File: src/rtl/tlbm_pkg.sv
// Shared constants, opcodes and request/response types for the translation buffer.
`timescale 1ns / 1ps
`default_nettype none

package tlbm_pkg;

    localparam int TLB_ENTRIES = 32;
    localparam int QUEUE_DEPTH = 2;

    localparam int PID_BITS   = 16;
    localparam int PAGE_BITS  = 36;
    localparam int FRAME_BITS = 24;
    localparam int OP_BITS    = 2;

    localparam logic [OP_BITS-1:0] OP_LOOKUP = 2'd0;
    localparam logic [OP_BITS-1:0] OP_INSERT = 2'd1;
    localparam logic [OP_BITS-1:0] OP_FLUSH  = 2'd2;
    localparam logic [OP_BITS-1:0] OP_INVAL  = 2'd3;

    typedef struct packed {
        logic [OP_BITS-1:0]    opcode;
        logic [PID_BITS-1:0]   pid;
        logic [PAGE_BITS-1:0]  page_number;
        logic [FRAME_BITS-1:0] frame_number;
    } in_t;

    typedef struct packed {
        logic                  hit;
        logic [FRAME_BITS-1:0] frame_out;
        logic                  found;
    } out_t;

    typedef struct packed {
        logic lookup;
        logic insert;
        logic flush;
        logic inval;
    } kind_t;

    typedef struct packed {
        kind_t                 kind;
        logic [PID_BITS-1:0]   pid;
        logic [PAGE_BITS-1:0]  page;
        logic [FRAME_BITS-1:0] frame;
    } req_t;

endpackage

`default_nettype wire

File: src/rtl/tlbm_front.sv
// Front stage: takes a request, decodes its opcode and hands it to the queue.
`timescale 1ns / 1ps
`default_nettype none

module tlbm_front (
    input  wire logic          clk,
    input  wire logic          rst_n,
    input  wire logic          in_valid,
    output logic               in_ready,
    input  wire tlbm_pkg::in_t in_data,
    output logic               push_valid,
    input  wire logic          push_ready,
    output tlbm_pkg::req_t     push_data
);

    import tlbm_pkg::*;

    logic  valid_reg;
    logic  valid_next;
    req_t  req_reg;
    req_t  req_next;
    kind_t kind;

    always_comb
    begin
        kind = '0;
        unique case (in_data.opcode)
            OP_LOOKUP: kind.lookup = 1'b1;
            OP_INSERT: kind.insert = 1'b1;
            OP_FLUSH:  kind.flush  = 1'b1;
            OP_INVAL:  kind.inval  = 1'b1;
        endcase
    end

    assign in_ready   = !valid_reg || push_ready;
    assign push_valid = valid_reg;
    assign push_data  = req_reg;

    always_comb
    begin
        valid_next = valid_reg;
        req_next   = req_reg;
        if (in_ready)
        begin
            valid_next = in_valid;
            if (in_valid)
            begin
                req_next.kind  = kind;
                req_next.pid   = in_data.pid;
                req_next.page  = in_data.page_number;
                req_next.frame = in_data.frame_number;
            end
        end
    end

    always_ff @(posedge clk or negedge rst_n)
    begin
        if (!rst_n)
        begin
            valid_reg <= 1'b0;
        end
        else
        begin
            valid_reg <= valid_next;
        end
    end

    always_ff @(posedge clk)
    begin
        req_reg <= req_next;
    end

endmodule

`default_nettype wire

File: config.mk
export PLATFORM = sky130hd
export DESIGN_NAME = tlbm_front
export DESIGN_NICKNAME = d
export VERILOG_FILES = /design/src/rtl/tlbm_pkg.sv /design/src/rtl/tlbm_front.sv
export SDC_FILE = /design/constraint.sdc
export NUM_CORES = 1
export LEC_CHECK = 0
export ABC_AREA = 0
export ABC_CLOCK_PERIOD_IN_PS = 2000
export BUFFER_PORTS_ARGS = -buffer_cell sky130_fd_sc_hd__buf_2
export CORE_ASPECT_RATIO = 0.75
export CORE_UTILIZATION = 41
export CTS_BUF_LIST = sky130_fd_sc_hd__clkbuf_16
export DETAILED_ROUTE_END_ITERATION = 16
export PLACE_DENSITY_LB_ADDON = 0.08
export SYNTH_ARGS = -nofsm -noshare
export SYNTH_HDL_FRONTEND = slang
export SYNTH_SLANG_ARGS = --single-unit
File: constraint.sdc
create_clock -name clk -period 2 [get_ports clk]
set_input_delay 0.2 -clock clk [delete_from_list [all_inputs] [get_ports clk]]
set_output_delay 0.2 -clock clk [all_outputs]
set_load 0.1 [all_outputs]
# --- Yosys cells after proc, flatten, opt, wreduce, memory -nomap -nowiden ---
# Cells that the tools add are included.
word_totals:
  reg_bits: 81
  out_inout_bits: 82
  wordCells: 19
classes:
  n_eq_ne: 3
  muxes: 4
  reduce_logical: 4
op_table:
  columns: ["operator", "count"]
  rows:
  - ["$eq 2x2->1 const B", 2]
  - ["$mux 1", 4]
  - ["$eq 2x1->1 const B", 1]
  - ["$logic_not 2->1", 1]
  - ["$reduce_and 2->1", 1]
  - ["$logic_not 1->1", 1]
  - ["$logic_or 1x1->1", 1]

# --- Depth between registers and ports, before layout ---
logic_depth:
  ltp_word: 3
  mapped_depth: 2

# --- Worst setup path after synthesis ---
# Ideal clock, no wire load.
synth_timing:
  kind: "register to register"
  start: "register valid_reg, in the netlist push_valid"
  end: "register req_reg (netlist bit push_data[0]) (enable)"
  t_arrival_ns: 1.929
  required_ns: 1.618
  setup_slack_ns: -0.311
  stages_incl_launch_ff: 3
  path_cell_list: "dfrtp_1 nand2b_4 and2_4"
synth_between:
  elab_chain_len: 3
synth_lines:
  columns: ["item", "line", "rtl"]
  rows:
  - ["start, declared", "tlbm_front.sv:18", "logic valid_reg;"]
  - ["start signal, assigned", "tlbm_front.sv:64", "valid_reg <= valid_next;"]
  - ["$logic_not 1->1", "tlbm_front.sv:35", "assign in_ready = !valid_reg || push_ready;"]
  - ["$logic_or 1x1->1", "tlbm_front.sv:35", null]
  - ["net in_ready", "tlbm_front.sv:9", "output logic in_ready,"]
  - ["$reduce_and 2->1 (no line)", null, null]
  - ["end signal, assigned", "tlbm_front.sv:70", "req_reg <= req_next;"]
  - ["end, declared", "tlbm_front.sv:20", "req_t req_reg;"]
# The timed path passes the listed nets, and every way through them passes these cells.
# A chain may end at the register's enable or synchronous reset.

# --- Worst setup path after layout ---
layout_timing:
  start: "register valid_reg, in the netlist push_valid"
  end: "output port in_ready"
layout_between:
  elab_chain_len: 2
layout_lines:
  columns: ["item", "line"]
  rows:
  - ["$logic_not 1->1", "tlbm_front.sv:35"]
  - ["$logic_or 1x1->1", "tlbm_front.sv:35"]
  - ["end, declared", "tlbm_front.sv:9"]
# No other way between the ends.

==> flow_metrics.py <==
metrics = {
    "floorplanning": {
        "core_mm2": 0.00583,
        "die_x_um": 91.8,
        "num_rows": 24,
        "fp.dieArea_mm2": 0.00636,
        "initial_core_util": 0.425,
        "io_pins": 164,
        "die_h_um": 69.3,
    },
    "timing": {
        "hold_violations": 0,
        "maxSlewHeadroom": 0.666,
        "finalClockSkew_ns": 0.00557,
        "setup_violations": 0,
        "worst_pin_slew_ns": 0.505,
        "maxSlewViolCount": 0,
        "period_needed_ns": 1.49,
        "grt_setup_unrepaired": "no",
        "clock.fmax_mhz": 670,
        "fin_ws_ns": 0.507,
        "fin_crit_sh": 0.746,
    },
    "cts": {
        "clockRootBuffer": "clkbuf_16",
        "cts_buffers": 9,
        "h-tree-depth": 3,
        "cts_tree": "done",
        "clk_transition_reported_paths_ns": 0.06,
        "cts_hold_buf": 1,
        "clock_latency_ns": 0.32,
        "cts_setup_buffers": 0,
        "cts_sinks": 81,
        "cts_resized": 0,
        "cts.path.max_buffers": 2,
    },
    "setup_path": {
        "required_ns": 1.80,
        "endpoint_kind": "output pin",
        "worstSetupStartpointType": "flip-flop",
        "arrival_ns": 1.29,
        "reg2reg_from": "push_valid$_DFFE_PN0P_",
        "critPathKind": "flip-flop to output pin",
        "crit_start": "push_valid$_DFFE_PN0P_",
        "path_max_fanout": 3,
    },
    "global_routing": {
        "grt_pass1_vias": 1369,
        "grt_pass1_wl_um": 6820,
        "grt_max_degree": 43,
        "grt_overflow": 0,
        "track_usage": 0.149,
        "antenna_found_initial": 0,
    },
    "yosys": {
        "synth-seq-cells": 81,
        "synth_cell_type_count": 8,
        "syn_nets": 170,
        "synth_cells": 88,
        "ys_seq_area_frac": 0.979,
        "synth_area_per_cell_um2": 28.2,
        "synth_area_mm2": 0.00248,
        "yosysWarnings": 0,
    },
    "layout": {
        "final_cells": 347,
        "nets": 347,
        "mostFrequentLayoutCells": "163 x buf_2, 80 x edfxtp_1, 9 x clkbuf_16, 3 x inv_1, 3 x bufinv_16",
        "syn2layout_area_growth_pct": 52.2,
        "antenna-diode-count": 0,
        "fillers": 456,
        "final_common_cell": "buf_2",
        "drive_gt1_frac": 0.669,
    },
    "placement": {
        "place_congestion": 0.669,
        "dp_cells": 331,
        "io_buffer_count": 163,
        "dp_slack_ns": 0.722,
    },
    "run_status": {
        "outcome": "complete, no violations",
    },
    "drt": {
        "drc": 0,
        "viasPerCell": 4.23,
        "drtIter0Drc": 61,
        "wl_um": 4580,
        "ant_nets": 0,
        "dr_total_vias": 1469,
        "dr.pass1.iters": 4,
        "wl_per_cell_um": 13.2,
    },
    "job": {
        "max_cap_violations": 0,
    },
    "hold_path": {
        "holdCritPathClass": "input port to flip-flop",
        "holdCritStartpoint": "in_data[70]",
    },
    "pwr": {
        "p_leak_nw": 1.63,
        "power_w": 0.00464,
        "vdd_drop_max_v": 0.000712,
        "cellPowerDensity_mw_per_mm2": 1230,
    },
}
-- cells by family after synthesis --
family,after synthesis,share of synthesized area
simple gates,7,0.0207
flops,81,0.979
-- power breakdown --
group | internal [W] | leakage (nW) | total (W) | switching, W
clock | 0.00120 | 0.169 | 0.00177 | 0.000569
sequential | 0.00198 | 0.773 | 0.00200 | 0.0000188
combinational | 0.000129 | 0.688 | 0.000878 | 0.000749
total | 0.00331 | 1.63 | 0.00464 | 0.00134
-- synthesized netlist by cell type, drive strengths merged --
master	count	area (µm²)
and2	2	15.0
nand2b	2	20.0
dfrtp	1	25.0
nor2	1	3.75
nor2b	2	12.5
edfxtp	80	2400
-- final cells by class --
class | instances | area [µm²] | area share
Multi-Input combinational cell | 7 | 51.3 | 0.0136
Sequential cell | 81 | 2430 | 0.644
Clock buffer | 9 | 225 | 0.0597
Clock inverter | 6 | 101 | 0.0269
Timing Repair Buffer | 166 | 866 | 0.230
Tap cell | 78 | 97.6 | 0.0259
-- final timing paths --
path                            depth (start not counted)                 endpoint  slack, ns
worst min register to register                          2   push_valid$_DFFE_PN0P_       0.57
max in group asynchronous                               2   push_valid$_DFFE_PN0P_       1.72
min in group asynchronous                               2   push_valid$_DFFE_PN0P_       0.19
worst max register to register                          3  push_data[69]$_DFFE_PP_       0.72
worst max-delay path                                    2                 in_ready       0.51
worst min-delay path                                    1  push_data[70]$_DFFE_PP_       0.05
-- state kept, by name (all words and copies together), names as in the netlist --
| signal | flops |
|---|---|
| push_data | 80 |
| push_valid | 1 |
-- critical path, stage by stage, from the launching register on --
cell	delay [ns]
dfrtp_4	0.48
nand2b_4	0.08
buf_2	0.42
-- through the flow --
step | hold WS [ns] | utilization | TNS [ns] | cell area [µm²]
finish | 0.0494 | 0.648 | 0 | 3770
detailed placement | -0.0220 | 0.590 | 0 | 3440
floorplan | -0.0956 | - | -3.42 | 2480
CTS | 0.0365 | 0.648 | 0 | 3770
global placement | -0.0246 | 0.590 | 0 | 3440
global route | 0.0322 | 0.648 | 0 | 3770
-- per-layer routing --
metal  vias to the layer above  share of wire  global-route usage
li1                        701              -                   -
met1                       670           0.39               0.173
met2                        96           0.51               0.238
met3                         2          0.099              0.0669
met4                         0         0.0017              0.0729
met5                         -              0                   0
No activity file was read; power rests on OpenSTA's default activity.
