$ cat config.mk
export PLATFORM = sky130hd
export DESIGN_NAME = tlbm_fifo
export DESIGN_NICKNAME = d
export VERILOG_FILES = /design/src/rtl/tlbm_pkg.sv /design/src/rtl/tlbm_fifo.sv
export SDC_FILE = /design/constraint.sdc
export NUM_CORES = 1
export LEC_CHECK = 0
export ABC_AREA = 0
export BUFFER_PORTS_ARGS = -buffer_cell sky130_fd_sc_hd__buf_2
export CAP_MARGIN = 25
export CELL_PAD_IN_SITES_DETAIL_PLACEMENT = 2
export CELL_PAD_IN_SITES_GLOBAL_PLACEMENT = 2
export CORE_MARGIN = 1.5
export CORE_UTILIZATION = 35
export CTS_CLUSTER_DIAMETER = 50
export DETAILED_ROUTE_END_ITERATION = 10
export GPL_TIMING_DRIVEN = 0
export PLACE_DENSITY = 0.81
export SETUP_SLACK_MARGIN = 0.2
export SLEW_MARGIN = 25
export SYNTH_ARGS = -nofsm -noshare
export SYNTH_HDL_FRONTEND = slang
export SYNTH_SLANG_ARGS = --single-unit
$ cat constraint.sdc
create_clock -name clk -period 4.5 [get_ports clk]
set_input_delay 0.45 -clock clk [delete_from_list [all_inputs] [get_ports clk]]
set_output_delay 0.45 -clock clk [all_outputs]
set_load 0.02 [all_outputs]
$ cat src/rtl/tlbm_pkg.sv
// Shared constants, opcodes and request/response types for the translation buffer.
`timescale 1ns / 1ps
`default_nettype none

package tlbm_pkg;

    localparam int TLB_ENTRIES = 32;
    localparam int QUEUE_DEPTH = 2;

    localparam int PID_BITS   = 16;
    localparam int PAGE_BITS  = 36;
    localparam int FRAME_BITS = 24;
    localparam int OP_BITS    = 2;

    localparam logic [OP_BITS-1:0] OP_LOOKUP = 2'd0;
    localparam logic [OP_BITS-1:0] OP_INSERT = 2'd1;
    localparam logic [OP_BITS-1:0] OP_FLUSH  = 2'd2;
    localparam logic [OP_BITS-1:0] OP_INVAL  = 2'd3;

    typedef struct packed {
        logic [OP_BITS-1:0]    opcode;
        logic [PID_BITS-1:0]   pid;
        logic [PAGE_BITS-1:0]  page_number;
        logic [FRAME_BITS-1:0] frame_number;
    } in_t;

    typedef struct packed {
        logic                  hit;
        logic [FRAME_BITS-1:0] frame_out;
        logic                  found;
    } out_t;

    typedef struct packed {
        logic lookup;
        logic insert;
        logic flush;
        logic inval;
    } kind_t;

    typedef struct packed {
        kind_t                 kind;
        logic [PID_BITS-1:0]   pid;
        logic [PAGE_BITS-1:0]  page;
        logic [FRAME_BITS-1:0] frame;
    } req_t;

endpackage

`default_nettype wire

$ cat src/rtl/tlbm_fifo.sv
// Short request queue between the front and back stages.
`timescale 1ns / 1ps
`default_nettype none

module tlbm_fifo #(
    parameter int DEPTH = tlbm_pkg::QUEUE_DEPTH
) (
    input  wire logic           clk,
    input  wire logic           rst_n,
    input  wire logic           push_valid,
    output logic                push_ready,
    input  wire tlbm_pkg::req_t push_data,
    output logic                pop_valid,
    input  wire logic           pop_ready,
    output tlbm_pkg::req_t      pop_data
);

    import tlbm_pkg::*;

    localparam int PTR_W = (DEPTH > 1) ? $clog2(DEPTH) : 1;
    localparam int CNT_W = $clog2(DEPTH + 1);

    req_t             slot_reg [DEPTH];
    logic [PTR_W-1:0] wptr_reg;
    logic [PTR_W-1:0] wptr_next;
    logic [PTR_W-1:0] rptr_reg;
    logic [PTR_W-1:0] rptr_next;
    logic [CNT_W-1:0] count_reg;
    logic [CNT_W-1:0] count_next;
    logic             push;
    logic             pop;

    assign push_ready = (count_reg != CNT_W'(DEPTH));
    assign pop_valid  = (count_reg != '0);
    assign pop_data   = slot_reg[rptr_reg];
    assign push       = push_valid && push_ready;
    assign pop        = pop_valid && pop_ready;

    always_comb
    begin
        wptr_next  = wptr_reg;
        rptr_next  = rptr_reg;
        count_next = count_reg;
        if (push)
        begin
            wptr_next = (wptr_reg == PTR_W'(DEPTH - 1)) ? '0 : wptr_reg + 1'b1;
        end
        if (pop)
        begin
            rptr_next = (rptr_reg == PTR_W'(DEPTH - 1)) ? '0 : rptr_reg + 1'b1;
        end
        if (push && !pop)
        begin
            count_next = count_reg + 1'b1;
        end
        else if (pop && !push)
        begin
            count_next = count_reg - 1'b1;
        end
    end

    always_ff @(posedge clk or negedge rst_n)
    begin
        if (!rst_n)
        begin
            wptr_reg  <= '0;
            rptr_reg  <= '0;
            count_reg <= '0;
        end
        else
        begin
            wptr_reg  <= wptr_next;
            rptr_reg  <= rptr_next;
            count_reg <= count_next;
        end
    end

    always_ff @(posedge clk)
    begin
        if (push)
        begin
            slot_reg[wptr_reg] <= push_data;
        end
    end

endmodule

`default_nettype wire

== Word-level counts from Yosys, hierarchy flattened ==
Memories as Yosys holds them, arrays and structs flattened.
Index checks and enable logic that the tools add are counted.
Word-level totals
  register bits: 4
  output and inout port bits: 82
  logic and storage cells: 23
  RAM bits: 160
  memories: 1
  bits of input ports: 84
Cells by class
  eq/ne operators: 1
  muxes and demuxes: 6
  add/subtract/negate cells: 4
  reductions and logical operators: 8
Memories
  slot_reg: depth 2, width 80, read ports 1, clocked after Yosys merged registers in 0, wr ports 1, RTL line tlbm_fifo.sv:23  | req_t slot_reg [DEPTH];
Operators with widths (count)
  $logic_and A1 B1 Y1: 4
  $mux W1: 4
  $mux W2: 2
  $reduce_bool A2 Y1: 2
  $add A1 B1 Y1 const B: 2
  $add A2 B1 Y2 const B: 1
  $logic_not A1 Y1: 2
  $ne A2 B2 Y1 const B: 1
  $sub A2 B1 Y2 const B: 1

== Longest topological paths before layout ==
  word-level depth: 6
  gate-level depth with buffers: 7
  mapped depth without buffers: 7

== Least setup slack after synthesis ==
No wires, ideal clock.
  path kind: register to register
  start: register count_reg[0]
  end: memory slot_reg[0][0] (netlist bit), enable pin
  arrival: 4135 ps
  path slack: -154 ps
  cell stages (with the launch flop): 4
  path through: dfrtp_1 nand2b_1 nand2_1 nor2_1
Between the ends
  cells in the longest elaborated chain, start to end: 4
Ends and longest elaborated chain
  from (decl): RTL line tlbm_fifo.sv:28  | logic [CNT_W-1:0] count_reg;
  from (signal assigned): RTL line tlbm_fifo.sv:74  | count_reg <= count_next;
  $ne A2 B2 Y1: RTL line tlbm_fifo.sv:33  | assign push_ready = (count_reg != CNT_W'(DEPTH));
  via push_ready: RTL line tlbm_fifo.sv:11  | output logic push_ready,
  $logic_and A1 B1 Y1: RTL line tlbm_fifo.sv:36  | assign push = push_valid && push_ready;
  $mux W1: RTL line tlbm_fifo.sv:80  | if (push)
  $mux W1 (not written as such): RTL line tlbm_fifo.sv:82  | slot_reg[wptr_reg] <= push_data;
  to (decl): RTL line tlbm_fifo.sv:23
The timed path passes the listed nets, and every way through them passes these cells.

==> out/results.ini <==
[outcome]
result_of_the_run=completed

[clock_tree]
sinks_on_clock_net=164
clock_tree_from_tritoncts=built
clock_latency_ps=420
cts.clk_slew.worst_paths_ps=70
cts_resized=0
cts_made_buffers=17
clock_tree.htree_level_count=4
hold_buffers=1
cts-root-buf=sky130_fd_sc_hd__clkbuf_16
clock_path_buffers=2
post-cts-setup-buffers=0

[job]
maxCapViolCount=0

[drt]
post_route_wl_um=12700
drt_drc_violations_left=0
routed_wl_per_cell_um=18.3
via_count_of_the_routed_design=3115
detail_route.first_pass.iterations=3
avgViaCountPerCell=4.46
drtAntennaViolNets=0
drtIter0Drc=148

[synth]
synth_enable_flop_cells=160
synth_seq_cells=164
synthDominantAreaCellType=sky130_fd_sc_hd__edfxtp_1
post_synth_inst_count=267
synth.net_count=352
netlist-cell-type-count=15
yosysWarnings=0
synth-seq-area-share_pct=77.0
synth.avg_cell_area_um2=23.8
netlist_top_cells_area=sky130_fd_sc_hd__edfxtp_1 75%, sky130_fd_sc_hd__mux2_4 19%, sky130_fd_sc_hd__buf_12 2.5%, sky130_fd_sc_hd__dfrtp_1 1.6%, sky130_fd_sc_hd__xnor2_1 0.41%
syn_area_mm2=0.00637
asyncSetResetFlopFracSynth_pct=2.44
prevailing_post_synth_register_cell=sky130_fd_sc_hd__edfxtp_1
netlist.area_leader.share_pct=75.5

[layout]
synthToLayoutAreaGrowth_pct=29.0
final_design_area_no_fill_mm2=0.00822
final_standard_cell_count_with_taps_included_and_fillers_excluded=698
nNetsFinal=541
highest_count_cells_in_the_layout_ignoring_fill_and_taps=165 x sky130_fd_sc_hd__buf_2, 160 x sky130_fd_sc_hd__edfxtp_1, 79 x sky130_fd_sc_hd__mux2_4
drive_above_1_share_pct=61.6
diodes=0
largest_reg_flops=160
layout_commonest_cell=sky130_fd_sc_hd__buf_2

[setup_path]
worst_setup_end_kind=primary output
cp_slowest_stage_delay_ps=340
cpMaxStageDelayCell=sky130_fd_sc_hd__dfrtp_1
crit_type=flop to primary output
worst-r2r-setup-slack_ps=2490
path_buf_inv=3
cp_cell_sequence=buf_6 -> buf_12 -> mux2_4 -> buf_2
timing.critical_path.max_delay_family=buffers and inverters
critPathMaxFanout=10
worstReg2RegStart=count_reg[0]
required_ps=4050
setup.worst_path.start=rptr_reg
worst_ep_arrival_time_ps=1640
worst_r2r_endpoint=slot_reg[0][33]
r2r_cells=5
setup.worst_path.start_class=flop

[sta]
period_minus_slack_ps=2090
max_slew_margin_pct=56.7
hold_violations=0
setup_repair_after_global_routing_missed_its_margin=false
fin_crit_sh_pct=46.4
setup_viol_count_final=0
finalSetupTns_ps=0
max_freq_mhz=479
worst_pin_slew_ps=648
fin_skew_ps=6.90
slew_viol_final=0

[place]
placed_cells_incl_taps=665
placement.io_buffers=165
placement.cell_area_mm2=0.00759
place_congestion=0.685
dp_hpwl_um=9010

[die]
fp.dieW_um=138
pin_count=166
starting_density_pct=35.6
design.die.area_mm2=0.0190
dieHeight_um=138
placeableCoreArea_mm2=0.0179
fp-row-count=49

[pwr]
pd_cells_mw_per_mm2=712
power.static_leakage_uw=0.00331
max-vdd-ir-drop_mv=0.340

[grt]
first_global_vias=3462
largest_net_degree_at_the_start_of_global_routing=42
first_pass_grt_wire_length_um=18800
globalRoute.totalOverflow=0
grt.total_usage_pct=13.7
antenna_found_initial=0

[min_path]
hold_depth=1
hold_path_end=slot_reg[1][15]
min-delay-path-class=primary input to flop
worst_hold_startpoint=push_data[15]

-- area by class of cell --
| type | instances | area, um^2 |
|---|---|---|
| Buffer | 9 | 171 |
| Clock buffer | 20 | 437 |
| Clock inverter | 12 | 181 |
| Fill cell | 1675 | 9690 |
| Inverter | 1 | 3.75 |
| Multi-Input combinational cell | 93 | 1300 |
| Sequential cell | 164 | 4900 |
| Tap cell | 229 | 287 |
| Timing Repair Buffer | 170 | 931 |
-- layer usage --
metal  GRT usage (%)  share of wire, %  vias to the layer above
met2            24.8                55                      102
li1                -                 -                     1439
met3            4.50               5.8                       14
met1            14.8                38                     1560
met4            5.38               1.3                        0
met5               0                 0                        -
-- how the worst max path moves through the flow --
stage / end / slack, ps / cells after the start
finish: pop_data[2] / 2410 / 4
CTS: pop_data[67] / 2360 / 4
global placement: slot_reg[0][59] / 190 / 3
floorplan: slot_reg[0][0] / 1190 / 3
detailed placement: slot_reg[0][38] / 2460 / 5
global route: pop_data[67] / 2340 / 4
-- stage by stage --
step / setup slack [ps] / hold WS (ps) / utilization [%] / power [uW]
floorplan: 1190 / 154 / - / 3780
global placement: 188 / 258 / 41.8 / 4330
detailed placement: 2460 / 262 / 42.4 / 4440
CTS: 2360 / 194 / 45.9 / 5970
global route: 2340 / 195 / 45.9 / 6130
finish: 2410 / 219 / 45.9 / 5850
-- cell usage after synthesis (2+ instances only) --
| cell type | instances |
|---|---|
| sky130_fd_sc_hd__xor2_1 | 2 |
| sky130_fd_sc_hd__xnor2_1 | 3 |
| sky130_fd_sc_hd__nand2_1 | 2 |
| sky130_fd_sc_hd__nor2_1 | 2 |
| sky130_fd_sc_hd__mux2_4 | 79 |
| sky130_fd_sc_hd__buf_12 | 8 |
| sky130_fd_sc_hd__edfxtp_1 | 160 |
| sky130_fd_sc_hd__dfrtp_1 | 4 |
-- logic make-up (layout without fill, tap and decap cells) --
family / Yosys count / after routing / synth area share (%)
DFF: 164 / 164 / 77.0
buffers and inverters: 10 / 212 / 2.75
muxes: 80 / 80 / 18.8
adders and majority gates: 1 / 1 / 0.196
xor gates and xnor gates: 5 / 5 / 0.688
and+or+nand+nor: 7 / 7 / 0.531
-- power by group --
part           switching (uW)  internal [uW]  leakage [uW]
Combinational            1150           1010       0.00148
Sequential                102           2090       0.00153
Clock                     573            931      0.000298
Total                    1820           4030       0.00331
Power figures use the tool's default switching activity.
