`src/rtl/tlbm_pkg.sv`:
```
// Shared constants, opcodes and request/response types for the translation buffer.
`timescale 1ns / 1ps
`default_nettype none

package tlbm_pkg;

    localparam int TLB_ENTRIES = 32;
    localparam int QUEUE_DEPTH = 2;

    localparam int PID_BITS   = 16;
    localparam int PAGE_BITS  = 36;
    localparam int FRAME_BITS = 24;
    localparam int OP_BITS    = 2;

    localparam logic [OP_BITS-1:0] OP_LOOKUP = 2'd0;
    localparam logic [OP_BITS-1:0] OP_INSERT = 2'd1;
    localparam logic [OP_BITS-1:0] OP_FLUSH  = 2'd2;
    localparam logic [OP_BITS-1:0] OP_INVAL  = 2'd3;

    typedef struct packed {
        logic [OP_BITS-1:0]    opcode;
        logic [PID_BITS-1:0]   pid;
        logic [PAGE_BITS-1:0]  page_number;
        logic [FRAME_BITS-1:0] frame_number;
    } in_t;

    typedef struct packed {
        logic                  hit;
        logic [FRAME_BITS-1:0] frame_out;
        logic                  found;
    } out_t;

    typedef struct packed {
        logic lookup;
        logic insert;
        logic flush;
        logic inval;
    } kind_t;

    typedef struct packed {
        kind_t                 kind;
        logic [PID_BITS-1:0]   pid;
        logic [PAGE_BITS-1:0]  page;
        logic [FRAME_BITS-1:0] frame;
    } req_t;

endpackage

`default_nettype wire

```
`src/rtl/tlbm_ram.sv`:
```
// Generic single-write, single-read RAM with registered read data.
`timescale 1ns / 1ps
`default_nettype none

module tlbm_ram #(
    parameter int WIDTH = 8,
    parameter int DEPTH = 32
) (
    input  wire logic                     clk,
    input  wire logic                     we,
    input  wire logic [$clog2(DEPTH)-1:0] waddr,
    input  wire logic [WIDTH-1:0]         wdata,
    input  wire logic                     re,
    input  wire logic [$clog2(DEPTH)-1:0] raddr,
    output logic      [WIDTH-1:0]         rdata
);

    logic [WIDTH-1:0] mem [DEPTH];

    always_ff @(posedge clk)
    begin
        if (we)
        begin
            mem[waddr] <= wdata;
        end
        if (re)
        begin
            rdata <= mem[raddr];
        end
    end

endmodule

`default_nettype wire

```
`src/rtl/tlbm_back.sv`:
```
// Back stage: tag match, valid bits, LRU matrix, frame store and response register.
`timescale 1ns / 1ps
`default_nettype none

module tlbm_back #(
    parameter int ENTRIES = tlbm_pkg::TLB_ENTRIES
) (
    input  wire logic           clk,
    input  wire logic           rst_n,
    input  wire logic           pop_valid,
    output logic                pop_ready,
    input  wire tlbm_pkg::req_t pop_data,
    output logic                rsp_valid,
    input  wire logic           rsp_ready,
    output tlbm_pkg::out_t      rsp
);

    import tlbm_pkg::*;

    localparam int IDX_W = $clog2(ENTRIES);

    logic [ENTRIES-1:0]   valid_reg;
    logic [ENTRIES-1:0]   valid_next;
    logic [ENTRIES-1:0]   lru_reg  [ENTRIES];
    logic [ENTRIES-1:0]   lru_next [ENTRIES];
    logic [PID_BITS-1:0]  pid_reg  [ENTRIES];
    logic [PAGE_BITS-1:0] page_reg [ENTRIES];

    logic                  out_valid_reg;
    logic                  out_valid_next;
    logic                  hit_reg;
    logic                  hit_next;
    logic                  found_reg;
    logic                  found_next;
    logic [FRAME_BITS-1:0] frame_rdata;

    logic [ENTRIES-1:0] match;
    logic [ENTRIES-1:0] pid_match;
    logic [ENTRIES-1:0] zero_row;
    logic [IDX_W-1:0]   match_idx;
    logic [IDX_W-1:0]   free_idx;
    logic [IDX_W-1:0]   zero_idx;
    logic [IDX_W-1:0]   ins_idx;
    logic [IDX_W-1:0]   touch_idx;
    logic               hit_any;
    logic               free_any;
    logic               ins_ok;
    logic               issue;
    logic               do_insert;
    logic               touch_en;

    assign pop_ready = !out_valid_reg || rsp_ready;
    assign issue     = pop_valid && pop_ready;

    always_comb
    begin
        for (int i = 0; i < ENTRIES; i++)
        begin
            pid_match[i] = (pid_reg[i] == pop_data.pid);
            match[i]     = valid_reg[i] && pid_match[i] && (page_reg[i] == pop_data.page);
            zero_row[i]  = (lru_reg[i] == '0);
        end
    end

    always_comb
    begin
        match_idx = '0;
        free_idx  = '0;
        zero_idx  = '0;
        for (int i = ENTRIES - 1; i >= 0; i--)
        begin
            if (match[i])
            begin
                match_idx = IDX_W'(i);
            end
            if (!valid_reg[i])
            begin
                free_idx = IDX_W'(i);
            end
            if (zero_row[i])
            begin
                zero_idx = IDX_W'(i);
            end
        end
    end

    assign hit_any   = |match;
    assign free_any  = ~&valid_reg;
    assign ins_ok    = free_any || (|zero_row);
    assign ins_idx   = free_any ? free_idx : zero_idx;
    assign do_insert = issue && pop_data.kind.insert && ins_ok;
    assign touch_en  = do_insert || (issue && pop_data.kind.lookup && hit_any);
    assign touch_idx = pop_data.kind.insert ? ins_idx : match_idx;

    // Touch: row set to ones, then the column cleared everywhere.
    always_comb
    begin
        for (int r = 0; r < ENTRIES; r++)
        begin
            lru_next[r] = lru_reg[r];
            if (touch_en)
            begin
                if (touch_idx == IDX_W'(r))
                begin
                    lru_next[r] = '1;
                end
                lru_next[r][touch_idx] = 1'b0;
            end
        end
    end

    always_comb
    begin
        valid_next = valid_reg;
        if (issue)
        begin
            priority if (pop_data.kind.insert)
            begin
                if (ins_ok)
                begin
                    valid_next[ins_idx] = 1'b1;
                end
            end
            else if (pop_data.kind.flush)
            begin
                valid_next = valid_reg & ~pid_match;
            end
            else if (pop_data.kind.inval)
            begin
                if (hit_any)
                begin
                    valid_next[match_idx] = 1'b0;
                end
            end
        end
    end

    always_comb
    begin
        out_valid_next = out_valid_reg;
        hit_next       = hit_reg;
        found_next     = found_reg;
        if (issue)
        begin
            out_valid_next = 1'b1;
            hit_next       = pop_data.kind.lookup && hit_any;
            found_next     = pop_data.kind.inval && hit_any;
        end
        else if (rsp_ready)
        begin
            out_valid_next = 1'b0;
        end
    end

    always_ff @(posedge clk or negedge rst_n)
    begin
        if (!rst_n)
        begin
            valid_reg     <= '0;
            out_valid_reg <= 1'b0;
            for (int r = 0; r < ENTRIES; r++)
            begin
                lru_reg[r] <= '0;
            end
        end
        else
        begin
            valid_reg     <= valid_next;
            out_valid_reg <= out_valid_next;
            for (int r = 0; r < ENTRIES; r++)
            begin
                lru_reg[r] <= lru_next[r];
            end
        end
    end

    always_ff @(posedge clk)
    begin
        hit_reg   <= hit_next;
        found_reg <= found_next;
        if (do_insert)
        begin
            pid_reg[ins_idx]  <= pop_data.pid;
            page_reg[ins_idx] <= pop_data.page;
        end
    end

    tlbm_ram #(
        .WIDTH (FRAME_BITS),
        .DEPTH (ENTRIES)
    ) u_frame_ram (
        .clk   (clk),
        .we    (do_insert),
        .waddr (ins_idx),
        .wdata (pop_data.frame),
        .re    (issue && pop_data.kind.lookup),
        .raddr (match_idx),
        .rdata (frame_rdata)
    );

    assign rsp_valid     = out_valid_reg;
    assign rsp.hit       = hit_reg;
    assign rsp.frame_out = hit_reg ? frame_rdata : '0;
    assign rsp.found     = found_reg;

endmodule

`default_nettype wire

```
`config.mk`:
```
export PLATFORM = sky130hd
export DESIGN_NAME = tlbm_back
export DESIGN_NICKNAME = d
export VERILOG_FILES = /design/src/rtl/tlbm_pkg.sv /design/src/rtl/tlbm_ram.sv /design/src/rtl/tlbm_back.sv
export SDC_FILE = /design/constraint.sdc
export NUM_CORES = 2
export LEC_CHECK = 0
export BUFFER_PORTS_ARGS = -buffer_cell sky130_fd_sc_hd__clkbuf_2
export CAP_MARGIN = 40
export CORE_UTILIZATION = 47
export DETAILED_ROUTE_END_ITERATION = 7
export GPL_TIMING_DRIVEN = 1
export SLEW_MARGIN = 20
export SYNTH_ARGS = -nofsm -noshare
export SYNTH_HDL_FRONTEND = slang
export SYNTH_SLANG_ARGS = --single-unit
```
`constraint.sdc`:
```
create_clock -name clk -period 15.3 [get_ports clk]
set_clock_uncertainty 0.05 [all_clocks]
set_input_delay 1.53 -clock clk [delete_from_list [all_inputs] [get_ports clk]]
set_output_delay 1.53 -clock clk [all_outputs]
set_load 0.1 [all_outputs]
```
# Word-level counts from Yosys, hierarchy flattened
# Memory sizes are Yosys's and may differ from the RTL's. A register that Yosys moved wholly into a read port is not among the register bits.
# Cells that the tools add are included.
# word_totals
regBits	1059
mem_bits_rw	2432
in_bits	84
word_cells	476
mem_count	3
# mem_list
name	depth	word_bits	read_ports	rd_clocked_by_memory_dff	wr	line_no	source
page_reg	32	36	32	0	1	tlbm_back.sv:27	logic [PAGE_BITS-1:0] page_reg [ENTRIES];
u_frame_ram.mem	32	24	1	1	1	tlbm_ram.sv:18	logic [WIDTH-1:0] mem [DEPTH];
pid_reg	32	16	32	0	1	tlbm_back.sv:26	logic [PID_BITS-1:0] pid_reg [ENTRIES];
# classes
order_cmp	6
n_eq_ne	96
n_mux	178
bitwise_logic	38
n_reduce_logical	119
# op_table
op	count
32-bit two-way mux	69
36-bit == test	32
32-bit AND	34
32-bit zero test	32
16-bit == test	32
5-bit two-way mux	98
32-bit NOT	3
5-bit == test (second input constant)	16
1-bit logical AND	74
32-bit OR reduction	2
5-bit by 4-bit == test with 1-bit output (second input constant)	8
32-bit OR	1
32-bit AND reduction	1
24-bit two-way mux	1
5-bit by 3-bit == test with 1-bit output (second input constant)	4
5-bit by 6-bit < comparator with 1-bit output (second input constant)	3
1-bit demux with 5-bit select	3
5-bit by 1-bit >= comparator with 1-bit output (second input constant)	3
5-bit by 2-bit == test with 1-bit output (second input constant)	2
1-bit two-way mux	7
3-bit nonzero test	2
5-bit by 1-bit == test with 1-bit output (second input constant)	1
5-bit zero test	1
4-bit AND reduction	1
other kinds (4)	7

# Longest topological paths before layout
# logic_depth
depth_word	45
depth_mapped	19

# Hierarchy
# A second synthesis with hierarchy kept.
# hier_totals
cells_unflattened	9898
area_unflattened_um2	144856.4
# by_module_without_submodules
module	n_inst	cells_each	area_each_um2
tlbm_back	1	8187	114133.2
tlbm_ram	1	1711	30723.2

# Least setup slack after synthesis
# OpenSTA, ideal clock, no wires.
# synth_timing
path_type	input to register
start	input port rsp_ready
end	memory page_reg[30][0], enable pin
setup_time_ns	0.622
t_arrival_ns	8.776
slack_ns	5.852
path_stages	7
cell_sequence	nand2b_1 nand2_1 inv_1 o211a_1 and2_1 nand2_1 nor3b_1
# synth_via
elab_chain_cells	6
# synth_rtl
item	line_no	source
start: declaration	tlbm_back.sv:14	input wire logic rsp_ready,
1-bit logical OR	tlbm_back.sv:52	assign pop_ready = !out_valid_reg || rsp_ready;
1-bit logical AND	tlbm_back.sv:53	assign issue = pop_valid && pop_ready;
net issue	tlbm_back.sv:48	logic issue;
1-bit logical AND (2 in series)	tlbm_back.sv:91	assign do_insert = issue && pop_data.kind.insert && ins_ok;
1-bit two-way mux	tlbm_back.sv:181	if (do_insert)
1-bit two-way mux (not written as such)	tlbm_back.sv:184	page_reg[ins_idx] <= pop_data.page;
end: declaration	tlbm_back.sv:27	
# The timed path passes the listed nets, and every way through them passes these cells.

# Final worst setup path
# layout_timing
start	input port pop_data[27] (netlist name)
end	register u_frame_ram.rdata[22], read port of u_frame_ram.mem, data pin
# layout_via
elab_chain_cells	34
# layout_rtl
item	line_no	source
start: declaration	tlbm_back.sv:12	input wire tlbm_pkg::req_t pop_data,
36-bit == test	tlbm_back.sv:60	match[i] = valid_reg[i] && pid_match[i] && (page_reg[i] == pop_data.page);
1-bit logical AND	tlbm_back.sv:60	
5-bit two-way mux (31 in series)	tlbm_back.sv:72	if (match[i])
5-bit two-way mux *	tlbm_back.sv:72	
end: declaration	tlbm_ram.sv:15	output logic [WIDTH-1:0] rdata
# Mark *: on every way between the ends. The rest lies on a longest branch, timed or not.
# A chain may end at the register's enable or synchronous reset.

==> impl.org <==
** Logic synthesis
- The number of nets handed over by synthesis was around 10,000.
- In this run the cell area of the synthesized design comes to around 0.14 sq mm.
- Async set-or-reset flop fraction in the synthesized netlist :: around 30%
- Distinct cell type count of the synthesized netlist :: 81
- The share of the Yosys chip area taken by registers is 69.38%.
- Yosys warning count :: 0
- Synthesized flop and latch total :: about 3,500
- After technology mapping, the gate count stands at slightly below 10,000.
- Number of enable-type register cells in the synthesized netlist :: about 2,500
- Predominant post-synthesis flop cell :: sky130_fd_sc_hd__edfxtp_1
- Average cell area after synthesis :: between 10 and 15 sq um

** Final layout
- Leaving out fill and tap cells, the most frequent cells in the layout are 2,458 x sky130_fd_sc_hd__edfxtp_1, 1,416 x sky130_fd_sc_hd__xnor2_1, 1,057 x sky130_fd_sc_hd__dfrtp_1, 968 x sky130_fd_sc_hd__o21a_1, 658 x sky130_fd_sc_hd__nand4_1.
- Final non-filler cell total :: between 10,000 and 15,000
- Post-layout nets :: slightly above 10,000
- Leaving out fill and tap cells, the most frequent cell in the layout is sky130_fd_sc_hd__edfxtp_1.
- Area growth from synthesis to layout :: 12.87%
- Max FFs per register :: 1,152
- Of the cells placed in the final design, the portion with a size suffix greater than 1 is ~11%.

** STA
- Final min period :: between 8 and 9 ns
- In the finished design, the share of the clock period the worst path needs comes to 56.85%.
- The final hold violation count is 0.
- In this run the tightest slew margin relative to its limit is between 20% and 30%.
- Static timing analysis puts the maximum clock frequency at ~110 MHz.
- Setup violations remaining at the end of the flow were counted as 0.
- Aggregate negative setup slack :: 0 ns
- The count of pins over their slew limit is 0.
- For the pin with the worst max-slew slack, the measured transition is between 1 and 1.5 ns.
- RSZ-0062 raised after global routing :: no

** Clocking
- Clock latency on the worst-skew pair, taken at its later pin, is between 0.9 and 1 ns.
- Hold repair after CTS inserted 0 buffers.
- Post-CTS Repair Setup Buffers :: 0
- TritonCTS buffer count :: about 360
- Number of sinks driven by the clock tree :: between 3,000 and 4,000
- TritonCTS built the clock tree.
- The clock passes through at most 4 buffers.
- Number of instances resized during post-cts repair :: 0
- After clock tree synthesis, the clock-pin slew on the worst setup and hold paths is approximately 0.06 ns.
- H-tree level count :: 5
- CTS placed an instance of sky130_fd_sc_hd__clkbuf_16 at the clock tree root.

** Place
- HPWL after detailed placement :: between 200,000 and 300,000 um
- The number of placed instances, taps included, is 13,840.
- Port-buffer cells :: 111
- At the end of routability-driven placement, the weighted congestion stood at 0.9124.

** Die
- The floorplan has about 200 rows.
- Total I/O pin count :: between 100 and 150
- Die width :: roughly 560 um
- Die area :: 0.3097 sq mm
- The total area inside the core boundary comes to around 0.31 sq mm.
- Starting Density :: 47.26%
- The die is roughly 560 um tall.

** Power and ir drop
- In this run the power density over the cells is between 100 and 150 mW/mm^2.
- Maximum vdd ir drop :: ~0.091 mV
- Static leakage :: approximately 59 nW

** Setup path
- In this run the worst setup path begins at pop_data[27].
- Of all nets on the critical path, the largest fanout is slightly below 70.
- At the worst endpoint, the required time is 15.91 ns.
- Data arrives at the worst endpoint at 9.30 ns.
- Critical path startpoint category :: primary input
- The worst register-to-register path begins at pid_reg[6][13].
- STA classifies the critical path endpoint as a register.
- The setup path with the least slack is of type primary input to register.

** Route
- Initial DRC Count :: roughly 9,900
- In this run the remaining antenna-violating nets after routing total 0.
- Detailed-route wire length :: about 430,000 um
- Detailed routing inserted a total of 87,810 vias.
- Initial DRT Pass Iterations :: 6
- Dividing the detail-routed via count by the number of cells gives approximately 6.
- In the final routed layout, each cell accounts on average for roughly 29 um.
- Residual DRC :: 0

** GRT
- The total overflow left after global routing is 0.
- The initial antenna violation count is 24.
- GRT Total Usage :: 27.26%
- Global-route wire length before repair :: about 610,000 um
- The via count of the first global-routing pass is about 87,000.
- Pin count of the biggest net entering global routing :: 210

** Status
- Run status :: finished, final reports clean

** Job
- Across the run, the number of max-cap violations was 0.

** Hold path
- The worst hold path belongs to the class primary input to asynchronous set/reset pin.
## logic make-up (layout without fill, tap and decap cells)
kind of cell	after synthesis	after routing	share of synthesized area (%)
flip-flops	3515	3515	69.38
buffers and inverters	660	1198	2.274
XOR/XNOR	1634	1634	9.903
other	0	7	0
multiplexers	204	204	1.423
AND/OR/NAND/NOR	2239	2239	8.958
AO/OA/AOI/OAI	1627	1627	8.063
## stage by stage
step | hold slack (ns) | area, sq um | total power [mW] | worst slack, ns | utilization, %
after floorplan | 0.4004 | 144500 | 11.57 | 5.852 | -
after detailed placement | 0.4201 | 151000 | 12.18 | 5.922 | 49.38
final | 0.4302 | 163100 | 20.82 | 6.602 | 53.34
after global placement | 0.4097 | 150100 | 12.12 | 5.762 | 49.07
after CTS | 0.4345 | 162800 | 20.91 | 6.900 | 53.22
after global routing | 0.4233 | 163100 | 21.41 | 6.406 | 53.34
## final cells by class
class                           instances  area [sq um]
Fill cell                           24910        142700
Sequential cell                      3515        100300
Multi-Input combinational cell       5704         41640
Clock buffer                          491          9982
Tap cell                             4100          5130
Timing Repair Buffer                  439          3955
Clock inverter                        169          1754
Inverter                               99         371.6
Antenna cell                            7         17.52
## path summary, 6_finish.rpt
path                                               to  slack, ns  depth (start not counted)
worst min register to register           lru_reg[914]       0.43                          1
worst min-delay path                      lru_reg[46]       0.43                          1
worst max-delay path            u_frame_ram.rdata[22]       6.60                         19
max in group asynchronous                lru_reg[676]      12.52                          4
min in group clk                         lru_reg[914]       0.43                          1
worst max register to register  u_frame_ram.rdata[22]       8.37                         17
## synth_stat cells, types with 34 or more instances
cell type                  count  area share (%)
sky130_fd_sc_hd__a21oi_1     270            0.94
sky130_fd_sc_hd__a221oi_1    120            0.73
sky130_fd_sc_hd__a22oi_1      40            0.21
sky130_fd_sc_hd__and2_1       79            0.34
sky130_fd_sc_hd__and3_1       34            0.15
sky130_fd_sc_hd__buf_2       329             1.1
sky130_fd_sc_hd__buf_4        60            0.31
sky130_fd_sc_hd__clkbuf_1    124            0.32
sky130_fd_sc_hd__dfrtp_1    1057              18
sky130_fd_sc_hd__edfxtp_1   2458              51
sky130_fd_sc_hd__inv_1        99            0.26
sky130_fd_sc_hd__mux2i_1     193             1.3
sky130_fd_sc_hd__nand2_1     339            0.88
sky130_fd_sc_hd__nand2b_1     96            0.42
sky130_fd_sc_hd__nand3_1     153            0.53
sky130_fd_sc_hd__nand4_1     658             2.8
sky130_fd_sc_hd__nor2_1      117            0.30
sky130_fd_sc_hd__nor3_1       64            0.22
sky130_fd_sc_hd__nor4_1      487             2.1
sky130_fd_sc_hd__o21a_1      968             5.0
sky130_fd_sc_hd__o21ai_0      53            0.18
sky130_fd_sc_hd__xnor2_1    1416             8.6
sky130_fd_sc_hd__xor2_1      218             1.3
## critical path, cell delays in order
cell and delay [ns]:
sky130_fd_sc_hd__buf_4 0.36, sky130_fd_sc_hd__buf_4 0.59, sky130_fd_sc_hd__buf_4 0.61, sky130_fd_sc_hd__xnor2_1 0.21, sky130_fd_sc_hd__nand4_1 0.11, sky130_fd_sc_hd__nor4_1 0.43, sky130_fd_sc_hd__nand4_1 0.53, sky130_fd_sc_hd__nor2b_1 0.31
sky130_fd_sc_hd__a2111oi_1 0.61, sky130_fd_sc_hd__o2111ai_1 0.55, sky130_fd_sc_hd__nand3_4 0.68, sky130_fd_sc_hd__buf_4 0.81, sky130_fd_sc_hd__buf_4 0.53, sky130_fd_sc_hd__buf_12 0.29, sky130_fd_sc_hd__mux2_2 0.38, sky130_fd_sc_hd__nor2_1 0.10
sky130_fd_sc_hd__a311oi_1 0.07, sky130_fd_sc_hd__nor3_1 0.31, sky130_fd_sc_hd__o21ai_0 0.14
## report_power, final
| part | total (mW) | switching [mW] | internal, mW | leakage, nW |
|---|---|---|---|---|
| logic | 1.37 | 0.918 | 0.447 | 16.3 |
| registers | 10.6 | 0.151 | 10.5 | 36.5 |
| clock network | 8.80 | 3.72 | 5.09 | 5.77 |
| total | 20.8 | 4.79 | 16.0 | 58.6 |
## per-layer routing
metal | vias up | wire [um] | GRT usage (%)
li1 | 37720 | - | -
met1 | 45490 | 181400 | 38.42
met2 | 3783 | 195600 | 42.68
met3 | 813 | 32140 | 3.917
met4 | 4 | 18090 | 10.73
met5 | - | 102 | 0.2032
Power figures use the tool's default switching activity.
